$ cat src/qts_pkg.sv
// ----------------------------------------------------------------------------
// qts_pkg
// Types and character constants shared by the quoted token scanner.
// ----------------------------------------------------------------------------
package qts_pkg;

  // Result kinds on the output channel.
  typedef enum logic [1:0] {
    KIND_CHAR     = 2'd0,
    KIND_END      = 2'd1,
    KIND_TEXT_END = 2'd2
  } kind_e;

  // Scanner modes, one-hot.
  typedef enum logic [4:0] {
    MODE_SKIP    = 5'b00001,
    MODE_SLASH   = 5'b00010,
    MODE_COMMENT = 5'b00100,
    MODE_QUOTE   = 5'b01000,
    MODE_WORD    = 5'b10000
  } mode_e;

  localparam logic [7:0] CH_NUL   = 8'h00;
  localparam logic [7:0] CH_NL    = 8'h0A;
  localparam logic [7:0] CH_SPACE = 8'h20;
  localparam logic [7:0] CH_QUOTE = 8'h22;
  localparam logic [7:0] CH_SLASH = 8'h2F;

  // Result queue between the classifier and the output sequencer.
  localparam int unsigned QDepth = 4;
  localparam int unsigned QPtrW  = 2;
  localparam int unsigned QCntW  = 3;

  // One result item.
  typedef struct packed {
    logic [1:0] kind;
    logic [7:0] char_value;
    logic [7:0] token_length;
    logic       discarded;
    logic       was_quoted;
  } res_t;

  // All results caused by one input byte (num is 1 to 3).
  typedef struct packed {
    logic [1:0]     num;
    res_t [2:0]     res;
  } qent_t;

endpackage

$ cat src/qts_front.sv
// ----------------------------------------------------------------------------
// qts_front
// Accepts text bytes, tracks the scanner mode and token count, and bundles
// the results of each byte into one queue entry.
// ----------------------------------------------------------------------------
module qts_front #(
  parameter int unsigned MAX_TOKEN_LEN = 128
) (
  input  logic          clk_i,
  input  logic          rst_ni,
  input  logic          in_valid_i,
  output logic          in_stall_o,
  input  logic [7:0]    text_byte_i,
  input  logic          q_full_i,
  output logic          push_o,
  output qts_pkg::qent_t push_ent_o
);
  import qts_pkg::*;

  localparam int unsigned CntW = $clog2(MAX_TOKEN_LEN + 1);
  localparam logic [CntW-1:0] MaxCnt = CntW'(MAX_TOKEN_LEN);

  mode_e           mode_q, mode_d;
  logic [CntW-1:0] cnt_q, cnt_d;
  logic            quo_q, quo_d;

  logic            accept;
  logic            word_ch;
  logic            wk;
  logic [CntW-1:0] wcnt;
  logic [1:0]      num;
  res_t [2:0]      res_c;

  function automatic res_t mk_char(logic [7:0] ch, logic quoted);
    res_t r;
    r            = '0;
    r.kind       = KIND_CHAR;
    r.char_value = ch;
    r.was_quoted = quoted;
    return r;
  endfunction

  function automatic res_t mk_end(logic [CntW-1:0] cnt, logic quoted);
    res_t            r;
    logic [CntW+7:0] wide;
    r            = '0;
    wide         = {8'd0, cnt};
    r.kind       = KIND_END;
    r.discarded  = (cnt >= MaxCnt);
    r.token_length = r.discarded ? 8'd0 : wide[7:0];
    r.was_quoted = quoted;
    return r;
  endfunction

  function automatic res_t mk_text_end();
    res_t r;
    r      = '0;
    r.kind = KIND_TEXT_END;
    return r;
  endfunction

  assign in_stall_o = q_full_i;
  assign accept     = in_valid_i && !q_full_i;
  assign word_ch    = (text_byte_i > CH_SPACE) && !text_byte_i[7];

  always_comb begin
    mode_d = mode_q;
    cnt_d  = cnt_q;
    quo_d  = quo_q;
    num    = 2'd0;
    res_c  = '0;
    wk     = 1'b0;
    wcnt   = cnt_q;
    case (mode_q)
      MODE_SLASH: begin
        if (text_byte_i == CH_SLASH) begin
          mode_d = MODE_COMMENT;
        end else begin
          // The held slash opens a word; this byte then continues it or ends it.
          res_c[0] = mk_char(CH_SLASH, 1'b0);
          num      = 2'd1;
          wk       = 1'b1;
          wcnt     = CntW'(1);
        end
      end
      MODE_COMMENT: begin
        if (text_byte_i == CH_NUL) begin
          res_c[0] = mk_text_end();
          num      = 2'd1;
          mode_d   = MODE_SKIP;
          cnt_d    = '0;
          quo_d    = 1'b0;
        end else if (text_byte_i == CH_NL) begin
          mode_d = MODE_SKIP;
        end
      end
      MODE_QUOTE: begin
        if (text_byte_i == CH_QUOTE || text_byte_i == CH_NUL) begin
          res_c[0] = mk_end(cnt_q, quo_q);
          num      = 2'd1;
          if (text_byte_i == CH_NUL) begin
            res_c[1] = mk_text_end();
            num      = 2'd2;
          end
          mode_d = MODE_SKIP;
          cnt_d  = '0;
          quo_d  = 1'b0;
        end else if (cnt_q < MaxCnt) begin
          res_c[0] = mk_char(text_byte_i, quo_q);
          num      = 2'd1;
          cnt_d    = cnt_q + 1'b1;
        end
      end
      MODE_WORD: begin
        wk = 1'b1;
      end
      default: begin
        mode_d = MODE_SKIP;
        if (text_byte_i == CH_NUL) begin
          res_c[0] = mk_text_end();
          num      = 2'd1;
          cnt_d    = '0;
          quo_d    = 1'b0;
        end else if (!word_ch) begin
          mode_d = MODE_SKIP;
        end else if (text_byte_i == CH_QUOTE) begin
          mode_d = MODE_QUOTE;
          cnt_d  = '0;
          quo_d  = 1'b1;
        end else if (text_byte_i == CH_SLASH) begin
          mode_d = MODE_SLASH;
        end else begin
          res_c[0] = mk_char(text_byte_i, 1'b0);
          num      = 2'd1;
          mode_d   = MODE_WORD;
          cnt_d    = CntW'(1);
          quo_d    = 1'b0;
        end
      end
    endcase

    if (wk) begin
      if (word_ch) begin
        mode_d = MODE_WORD;
        quo_d  = 1'b0;
        cnt_d  = wcnt;
        if (wcnt < MaxCnt) begin
          res_c[num] = mk_char(text_byte_i, 1'b0);
          num        = num + 2'd1;
          cnt_d      = wcnt + 1'b1;
        end
      end else begin
        res_c[num] = mk_end(wcnt, 1'b0);
        num        = num + 2'd1;
        if (text_byte_i == CH_NUL) begin
          res_c[num] = mk_text_end();
          num        = num + 2'd1;
        end
        mode_d = MODE_SKIP;
        cnt_d  = '0;
        quo_d  = 1'b0;
      end
    end
  end

  assign push_o         = accept && (num != 2'd0);
  assign push_ent_o.num = num;
  assign push_ent_o.res = res_c;

  always_ff @(posedge clk_i or negedge rst_ni) begin
    if (!rst_ni) begin
      mode_q <= MODE_SKIP;
      cnt_q  <= '0;
      quo_q  <= 1'b0;
    end else if (accept) begin
      mode_q <= mode_d;
      cnt_q  <= cnt_d;
      quo_q  <= quo_d;
    end
  end

  a_cnt_bound: assert property (@(posedge clk_i) disable iff (!rst_ni)
    cnt_q <= MaxCnt)
    else $error("token count above maximum");

  a_quote_mode: assert property (@(posedge clk_i) disable iff (!rst_ni)
    quo_q |-> mode_q == MODE_QUOTE)
    else $error("quoted flag set outside a quoted string");

endmodule

$ cat src/qts_queue.sv
// ----------------------------------------------------------------------------
// qts_queue
// Short register queue of per-byte result bundles.
// ----------------------------------------------------------------------------
module qts_queue (
  input  logic           clk_i,
  input  logic           rst_ni,
  input  logic           push_i,
  input  qts_pkg::qent_t push_ent_i,
  input  logic           pop_i,
  output qts_pkg::qent_t head_o,
  output logic           empty_o,
  output logic           full_o
);
  import qts_pkg::*;

  qent_t            ent_q [QDepth];
  logic [QPtrW-1:0] wr_q, rd_q;
  logic [QCntW-1:0] cnt_q;
  logic             do_pop;

  assign empty_o = (cnt_q == '0);
  assign full_o  = (cnt_q == QCntW'(QDepth));
  assign head_o  = ent_q[rd_q];
  assign do_pop  = pop_i && !empty_o;

  always_ff @(posedge clk_i) begin
    if (push_i) begin
      ent_q[wr_q] <= push_ent_i;
    end
  end

  always_ff @(posedge clk_i or negedge rst_ni) begin
    if (!rst_ni) begin
      wr_q  <= '0;
      rd_q  <= '0;
      cnt_q <= '0;
    end else begin
      if (push_i) begin
        wr_q <= wr_q + 1'b1;
      end
      if (do_pop) begin
        rd_q <= rd_q + 1'b1;
      end
      case ({push_i, do_pop})
        2'b10:   cnt_q <= cnt_q + 1'b1;
        2'b01:   cnt_q <= cnt_q - 1'b1;
        default: cnt_q <= cnt_q;
      endcase
    end
  end

  a_no_overflow: assert property (@(posedge clk_i) disable iff (!rst_ni)
    push_i |-> cnt_q < QCntW'(QDepth))
    else $error("push into a full result queue");

endmodule

$ cat src/qts_back.sv
// ----------------------------------------------------------------------------
// qts_back
// Walks the results of the head queue entry, one per cycle while the output
// is not stalled, into the output register.
// ----------------------------------------------------------------------------
module qts_back (
  input  logic           clk_i,
  input  logic           rst_ni,
  input  qts_pkg::qent_t head_i,
  input  logic           empty_i,
  output logic           pop_o,
  output logic           out_valid_o,
  input  logic           out_stall_i,
  output logic [1:0]     kind_o,
  output logic           last_o,
  output logic [7:0]     char_value_o,
  output logic [7:0]     token_length_o,
  output logic           discarded_o,
  output logic           was_quoted_o
);
  import qts_pkg::*;

  logic [1:0] pos_q;
  logic       out_valid_q;
  res_t       out_res_q;
  logic       out_last_q;
  logic       load;
  logic       is_last;

  assign load    = !empty_i && (!out_valid_q || !out_stall_i);
  assign is_last = (pos_q == head_i.num - 2'd1);
  assign pop_o   = load && is_last;

  always_ff @(posedge clk_i or negedge rst_ni) begin
    if (!rst_ni) begin
      pos_q       <= '0;
      out_valid_q <= 1'b0;
    end else begin
      if (load) begin
        out_valid_q <= 1'b1;
        pos_q       <= is_last ? 2'd0 : pos_q + 2'd1;
      end else if (!out_stall_i) begin
        out_valid_q <= 1'b0;
      end
    end
  end

  always_ff @(posedge clk_i) begin
    if (load) begin
      out_res_q  <= head_i.res[pos_q];
      out_last_q <= is_last;
    end
  end

  assign out_valid_o    = out_valid_q;
  assign kind_o         = out_res_q.kind;
  assign last_o         = out_last_q;
  assign char_value_o   = out_res_q.char_value;
  assign token_length_o = out_res_q.token_length;
  assign discarded_o    = out_res_q.discarded;
  assign was_quoted_o   = out_res_q.was_quoted;

  a_pos_in_entry: assert property (@(posedge clk_i) disable iff (!rst_ni)
    !empty_i |-> pos_q < head_i.num)
    else $error("result index past the end of its entry");

  a_text_end_last: assert property (@(posedge clk_i) disable iff (!rst_ni)
    (out_valid_q && out_res_q.kind == KIND_TEXT_END) |-> out_last_q)
    else $error("end of text is not the last result of its byte");

endmodule

$ cat src/quoted_token_scanner_unit.sv
// ----------------------------------------------------------------------------
// quoted_token_scanner_unit
// Splits a byte stream into whitespace-separated words and quoted strings,
// skipping line comments, and emits token characters and token ends.
// ----------------------------------------------------------------------------
//  Channel  Direction  Handshake               Payload
//  in       input      in_valid_i/in_stall_o   text_byte_i
//  out      output     out_valid_o/out_stall_i kind_o, last_o, char_value_o,
//                                              token_length_o, discarded_o,
//                                              was_quoted_o
//
// A byte is classified in the cycle it is accepted; its one to three
// results enter a four-entry queue as one bundle.
// The output sequencer sends one result per cycle from the queue head while
// the output is not stalled, so a byte with one result sustains one byte per
// cycle; a byte with k results passes them out one after another.
// A byte's results pass through the queue and then the output register.
// in_stall_o rises only when the queue is full. Reset clears mode, count,
// queue pointers and the output valid.
// ----------------------------------------------------------------------------
module quoted_token_scanner_unit #(
  parameter int unsigned MAX_TOKEN_LEN = 128
) (
  input  logic       clk_i,
  input  logic       rst_ni,
  input  logic       in_valid_i,
  output logic       in_stall_o,
  input  logic [7:0] text_byte_i,
  output logic       out_valid_o,
  input  logic       out_stall_i,
  output logic [1:0] kind_o,
  output logic       last_o,
  output logic [7:0] char_value_o,
  output logic [7:0] token_length_o,
  output logic       discarded_o,
  output logic       was_quoted_o
);
  import qts_pkg::*;

  logic  push;
  qent_t push_ent;
  logic  pop;
  qent_t head;
  logic  q_empty;
  logic  q_full;

  qts_front #(
    .MAX_TOKEN_LEN(MAX_TOKEN_LEN)
  ) u_front (
    .clk_i      (clk_i),
    .rst_ni     (rst_ni),
    .in_valid_i (in_valid_i),
    .in_stall_o (in_stall_o),
    .text_byte_i(text_byte_i),
    .q_full_i   (q_full),
    .push_o     (push),
    .push_ent_o (push_ent)
  );

  qts_queue u_queue (
    .clk_i     (clk_i),
    .rst_ni    (rst_ni),
    .push_i    (push),
    .push_ent_i(push_ent),
    .pop_i     (pop),
    .head_o    (head),
    .empty_o   (q_empty),
    .full_o    (q_full)
  );

  qts_back u_back (
    .clk_i         (clk_i),
    .rst_ni        (rst_ni),
    .head_i        (head),
    .empty_i       (q_empty),
    .pop_o         (pop),
    .out_valid_o   (out_valid_o),
    .out_stall_i   (out_stall_i),
    .kind_o        (kind_o),
    .last_o        (last_o),
    .char_value_o  (char_value_o),
    .token_length_o(token_length_o),
    .discarded_o   (discarded_o),
    .was_quoted_o  (was_quoted_o)
  );

endmodule

$ cat config.mk
export PLATFORM = sky130hd
export DESIGN_NAME = quoted_token_scanner_unit
export DESIGN_NICKNAME = d
export VERILOG_FILES = /design/src/qts_pkg.sv /design/src/qts_front.sv /design/src/qts_queue.sv /design/src/qts_back.sv /design/src/quoted_token_scanner_unit.sv
export SDC_FILE = /design/constraint.sdc
export NUM_CORES = 1
export LEC_CHECK = 0
export BUFFER_PORTS_ARGS = -buffer_cell sky130_fd_sc_hd__buf_2
export CAP_MARGIN = 5
export CORE_MARGIN = 5
export CORE_UTILIZATION = 60
export DETAILED_ROUTE_END_ITERATION = 12
export PLACE_DENSITY = 0.77
export RECOVER_POWER = 50
export SLEW_MARGIN = 20
export SYNTH_ARGS = -nofsm -noshare
export SYNTH_HDL_FRONTEND = slang
export SYNTH_HIERARCHICAL = 1
export SYNTH_SLANG_ARGS = --single-unit
export TNS_END_PERCENT = 30
$ cat constraint.sdc
create_clock -name clk_i -period 14.1 [get_ports clk_i]
set_input_delay 0.705 -clock clk_i [delete_from_list [all_inputs] [get_ports clk_i]]
set_output_delay 0.705 -clock clk_i [all_outputs]
set_load 0.02 [all_outputs]
==> results of run 1 <==
-- Yosys cell counts, types with 12 or more instances --
cell type	number	share of area (%)
edfxtp_1	269	64
mux4_2	58	10
nand2_1	58	1.7
o21ai_0	38	1.5
and2_1	37	1.8
nor2_1	27	0.80
dfrtp_1	23	4.5
mux2i_1	23	1.8
inv_1	20	0.59
a21oi_1	15	0.59
ha_1	14	1.4
nor3_1	12	0.47
-- cell families (layout without fill, tap and decap cells) --
| group | count (synthesis) | after routing | share of synthesized area, % |
|---|---|---|---|
| compound gates | 102 | 102 | 5.36 |
| xor+xnor | 12 | 12 | 0.885 |
| fa+ha+maj | 15 | 15 | 1.53 |
| buf+inv | 61 | 115 | 3.11 |
| flops | 293 | 293 | 68.2 |
| mux | 86 | 86 | 13.0 |
| other cells | 1 | 8 | 0.0295 |
| simple gates | 191 | 191 | 7.85 |
-- state kept, by name, summed over array words and instances (netlist names) --
signal and cells:
u_back/char_value_o 8, u_back/discarded_o 1, u_back/kind_o 2, u_back/last_o 1, u_back/out_valid_o 1, u_back/pos_q 2, u_back/token_length_o 8, u_back/was_quoted_o 1
u_front/cnt_q 8, u_front/mode_q 5, u_front/quo_q 1, u_queue/cnt_q 3, u_queue/ent_q 248, u_queue/rd_q 2, u_queue/wr_q 2
-- layer usage --
| layer | share of wire, % | GRT usage, % | routed length [um] | vias up |
|---|---|---|---|---|
| li1 | - | - | - | 3066 |
| met4 | 2.1 | 5.54 | 544 | 0 |
| met1 | 41 | 31.8 | 10800 | 3510 |
| met5 | 0 | 0 | 0 | - |
| met2 | 50 | 36.7 | 13200 | 239 |
| met3 | 6.4 | 3.11 | 1680 | 50 |
-- final cells by class --
| cell class | instances | area [um2] | share of cell area [%] |
|---|---|---|---|
| flip-flops and latches | 293 | 8680 | 62.6 |
| well taps | 275 | 344 | 2.48 |
| clock buffers | 40 | 777 | 5.60 |
| multi-input cells | 413 | 3650 | 26.3 |
| inverters | 20 | 75.1 | 0.541 |
| diodes | 1 | 2.50 | 0.0180 |
| repair buffers | 44 | 210 | 1.51 |
| clock inverters | 11 | 136 | 0.983 |
-- power breakdown --
| part | internal (mW) | switching (mW) | leakage (nW) |
|---|---|---|---|
| registers | 1.11 | 0.0621 | 2.72 |
| clock network | 0.438 | 0.303 | 0.441 |
| logic | 0.303 | 0.393 | 1.42 |
| total | 1.85 | 0.758 | 4.58 |
-- worst max path at each step --
stage / depth (start not counted) / endpoint / slack [ns] / from
3_3_place_gp: 13 / u_queue/ent_q[1][37] / 8.75 / text_byte_i[5]
2_1_floorplan: 12 / u_queue/ent_q[0][0] / 8.74 / text_byte_i[4]
5_1_grt: 12 / u_queue/cnt_q[2] / 7.73 / u_queue/rd_q[1]
4_1_cts: 13 / u_queue/ent_q[2][29] / 9.12 / text_byte_i[5]
3_5_place_dp: 13 / u_queue/ent_q[2][20] / 8.61 / text_byte_i[5]
6_report: 12 / u_queue/cnt_q[2] / 8.09 / u_queue/rd_q[1]
-- metrics by stage --
step	utilization [%]	setup WS [ns]	cells	area, um2
after floorplan	-	8.74	767	12700
after global placement	62.1	8.75	1045	13000
after detailed placement	62.1	8.61	1045	13000
after CTS	66.5	9.12	1096	13900
after global routing	66.2	7.73	1096	13900
final	66.2	8.09	1097	13900
-- critical path, delay by kind of cell, from the launching register on --
kind	cells	cell delay, ns
buffers and inverters	2	2.76
muxes	2	1.12
adders and majority gates	2	0.59
xor gates and xnor gates	3	0.53
and+or+nand+nor	2	0.35
DFF	1	0.34
AOI/OAI and AO/OA	1	0.23
==> results_dict.tcl, run 1 <==
set metrics [dict create \
    cp-end-kind "register" \
    worstRegToRegCells 12 \
    fillers 1432 \
    hp-start "out_stall_i" \
    min_period_over_period_pct 42.6 \
    path_max_fanout 63 \
    final_cell_mix "edfxtp_1 (269), nand2_1 (58), mux4_2 (58)" \
    core_um2 21000 \
    root_buffer "clkbuf_16" \
    r2r_slack_ns 8.09 \
    die_x_um 156 \
    routabilityCongestion 0.904 \
    first_pass_iters 5 \
    synth_edf_count 269 \
    ys_types 73 \
    hold_viol 0 \
    clkLatencyLatePin_ns 0.54 \
    worstReg2RegStart "u_queue/rd_q[1]" \
    crit_top_cell "xor2_1" \
    finalPower_mw 2.61 \
    avgSynthCellArea_um2 16.7 \
    r2r-end "u_queue/cnt_q[2]" \
    cts-resized-gates 0 \
    finalSetupViolCount 0 \
    final_common_cell "edfxtp_1" \
    cpMaxStageDelayCell "clkbuf_1" \
    clk_pin_slew_ns 0.06 \
    worst_pin_slew_ns 3.87 \
    final_antenna_net_count 0 \
    post-route-drc-count 0 \
    nets 828 \
    grt_usage_pct 22.1 \
    ctsHoldBuffers 0 \
    min_path_cells 3 \
    synth_cells 761 \
    maxCapViolCount 1 \
    postCtsSetupRepairBufs 0 \
    ys_seq_area_share_pct 68.2 \
    die_area_um2 24200 \
    skew_ns 0.0103 \
    hold_ws_ns 0.411 \
    antenna_found_initial 0 \
    portBuffers 34 \
    num_io_pins 35 \
    worstPathRequired_ns 14.56 \
    numCtsBuffers 29 \
    drt-wirelength-per-cell_um 23.9 \
    dp_hpwl_mm 15.7 \
    synth_seq_cells 293 \
    hold-path-endpoint "u_back/out_valid_o" \
    slew_viol_final 64 \
    fin_crit_ns 6.01 \
    rsz0062_at_grt "no" \
    area_growth_pct 9.13 \
    crit_arrival_ns 6.47 \
    powerDensity_nw_per_um2 188 \
    overflow 0 \
    slowest_delay_ns 2.69 \
    async_flop_share_pct 8.19 \
    clock_path_buffers 3 \
    vias_per_cell 6.26 \
    start_kind "register" \
    yosysWarnings 6 \
    grt_max_degree 64 \
    peakVddDrop_mv 0.109 \
    crit_type "register to register" \
    violations "capacitance limit, slew limit" \
    clkSinkCount 293 \
    rows 53 \
    timing.critical_path.cells "clkbuf_1, mux4_2, xnor2_1, mux2i_1, and2_0, o31a_1, ha_1, inv_1, fa_1, xor2_1, nor2_1, xor2_1" \
    status "complete, but fails checks" \
    synth_area_um2 12700 \
    h-tree-depth 1 \
    start_util_pct 60.7 \
    synth_ff_type "edfxtp_1" \
    die_y_um 156 \
    slew_headroom_pct -158 \
    min_path_type "primary input to register" \
    tns_ns 0 \
    grt_pass1_vias 7166 \
    vias 6865 \
    fmaxAchievable_ghz 0.166 \
    wirelength_mm 26.2 \
    p_leak_nw 4.58 \
    drtIter0Drc 693 \
    cts_tree "done" \
    drive_above_1_share_pct 15.5 \
    grt_pass1_wl_mm 41.4 \
]
Power figures use the tool's default switching activity.
==> run 2: changes to the inputs <==
CORE_UTILIZATION = 56   (was 60)
PLACE_DENSITY = 0.76   (was 0.77)
clock period = 5.4 ns   (was 14.1 ns; I/O delays follow)
==> results_dict.tcl, run 2 (synthesized netlist as in run 1, its figures left out) <==
set metrics [dict create \
    status "complete, but fails checks" \
    violations "capacitance limit, slew limit" \
    fillers 1563 \
    power_frac_comb_pct 26.5 \
    worstRegToRegCells 18 \
    cts-resized-gates 0 \
    path_depth 18 \
    numCtsBuffers 29 \
    largest-register "u_queue/ent_q" \
    hold_viol 0 \
    portBuffers 34 \
    h-tree-depth 1 \
    nets 831 \
    path_max_fanout 12 \
    antenna_found_initial 0 \
    clkLatencyLatePin_ns 0.53 \
    r2r-end "u_queue/cnt_q[2]" \
    finalSetupViolCount 0 \
    die_x_um 161 \
    cp-endpoint "u_queue/cnt_q[2]" \
    cp-startpoint "u_front/mode_q[3]" \
    area_growth_pct 9.63 \
    cp-end-kind "register" \
    crit_type "register to register" \
    slew_headroom_pct -21.4 \
    cp_top_family "compound AO/OA/AOI/OAI gates" \
    final_antenna_net_count 0 \
    root_buffer "clkbuf_16" \
    die_area_um2 25800 \
    post-place-ws_ns 0.960 \
    grt_pass1_vias 7177 \
    min_path_type "primary input to register" \
    grt_max_degree 63 \
    worstPathRequired_ns 5.85 \
    r2r_slack_ns 0.98 \
    tns_ns 0 \
    clock_path_buffers 3 \
    hp-start "text_byte_i[5]" \
    p_int_mw 4.71 \
    skew_ns 0.0120 \
    timing.critical_path.cells "nor3_1, o211ai_1, o221ai_1, a311o_1, inv_1, ha_1, nor2_1, nor2_1, o21ai_0, a311oi_1, clkbuf_1, inv_1, ha_1, inv_1, fa_1, xor2_1, nor2_1, xor2_1" \
    grt_usage_pct 20.0 \
    final_common_cell "edfxtp_1" \
    p_clk_share_pct 28.1 \
    layout_setup_ws_ns 0.982 \
    dp_hpwl_mm 15.4 \
    first_pass_iters 6 \
    p_seq_share_pct 45.4 \
    antennaDiodeCount 0 \
    clkSinkCount 293 \
    overflow 0 \
    cts_tree "done" \
    crit_arrival_ns 4.87 \
    slew_viol_final 48 \
    maxCapViolCount 1 \
    crit_buf_inv 4 \
    grt_pass1_wl_mm 40.6 \
    core_um2 22500 \
    post-route-drc-count 0 \
    worst_pin_slew_ns 1.82 \
    drive_above_1_share_pct 15.8 \
    drt-wirelength-per-cell_um 22.9 \
    switching_share_pct 29.5 \
    vias_per_cell 6.24 \
    rows 55 \
    powerDensity_nw_per_um2 479 \
    fmaxAchievable_ghz 0.226 \
    p_switching_mw 1.97 \
    drtIter0Drc 798 \
    num_io_pins 35 \
    slowest_delay_ns 0.52 \
    postCtsSetupRepairBufs 0 \
    routabilityCongestion 0.898 \
    start_kind "register" \
    largest_reg_flops 248 \
    final_cell_mix "edfxtp_1 (269), nand2_1 (58), mux4_2 (58)" \
    clk_pin_slew_ns 0.06 \
    fin_crit_ns 4.42 \
    cpMaxStageDelayCell "dfrtp_1" \
    worstReg2RegStart "u_front/mode_q[3]" \
    p_leak_nw 4.61 \
    peakVddDrop_mv 0.244 \
    die_y_um 161 \
    start_util_pct 56.5 \
    wirelength_mm 25.4 \
    rsz0062_at_grt "no" \
    vias 6930 \
    min_period_over_period_pct 81.8 \
]
-- run 2: power by group through the flow --
| stage | Combinational, mW | Sequential, mW | Clock [mW] |
|---|---|---|---|
| after floorplan | 1.38 | 3.12 | 0 |
| after global placement | 1.76 | 3.05 | 0 |
| after detailed placement | 1.81 | 3.08 | 0 |
| after CTS | 1.83 | 3.04 | 1.92 |
| after global routing | 1.94 | 3.07 | 2.02 |
| final | 1.77 | 3.03 | 1.88 |
-- run 2: layout make-up --
| cell class | count | area, um2 | area share, % |
|---|---|---|---|
| Inverter | 20 | 75.1 | 0.538 |
| Clock inverter | 18 | 150 | 1.08 |
| Sequential cell | 293 | 8680 | 62.3 |
| Timing Repair Buffer | 47 | 287 | 2.05 |
| Clock buffer | 34 | 744 | 5.34 |
| Multi-Input combinational cell | 413 | 3650 | 26.2 |
| Tap cell | 285 | 357 | 2.56 |
-- run 2: layer usage --
layer	global-route usage [%]	share of wire (%)	wire [um]
met1	28.4	43	10900
met2	33.5	50	12600
met3	2.72	5.5	1410
met4	4.89	2.1	547
met5	0	0	0
-- run 2: timing repair --
item,4_1_cts,5_1_grt
endpoints found under the setup margin,0,0
hold buffers,2,0
endpoints found under the hold margin,24,0
-- run 2: worst min-delay path by stage --
stage	end	slack (ns)	depth (start not counted)
floorplan	u_back/out_valid_o	-0.03	0
CTS	u_queue/ent_q[2][54]	0.16	2
global route	u_queue/ent_q[1][36]	0.26	2
finish	u_front/quo_q	0.24	4
detailed placement	u_front/cnt_q[5]	0.30	1
global placement	u_queue/wr_q[1]	0.29	1
-- run 2: per-stage QoR --
| step | util, % | hold WS, ns | std cells | area (um2) | power (mW) |
|---|---|---|---|---|---|
| floorplan | - | -0.0256 | 767 | 12700 | 4.50 |
| global placement | 58.2 | 0.287 | 1056 | 13100 | 4.81 |
| detailed placement | 58.2 | 0.304 | 1056 | 13100 | 4.89 |
| CTS | 62.2 | 0.161 | 1110 | 14000 | 6.79 |
| global route | 62.0 | 0.259 | 1110 | 13900 | 7.03 |
| finish | 62.0 | 0.238 | 1110 | 13900 | 6.68 |
-- run 2: tightest hold or removal path: stages --
cell	delay, ns
buf_2	0.18
nand3_1	0.10
or4_1	0.13
nand2_1	0.05
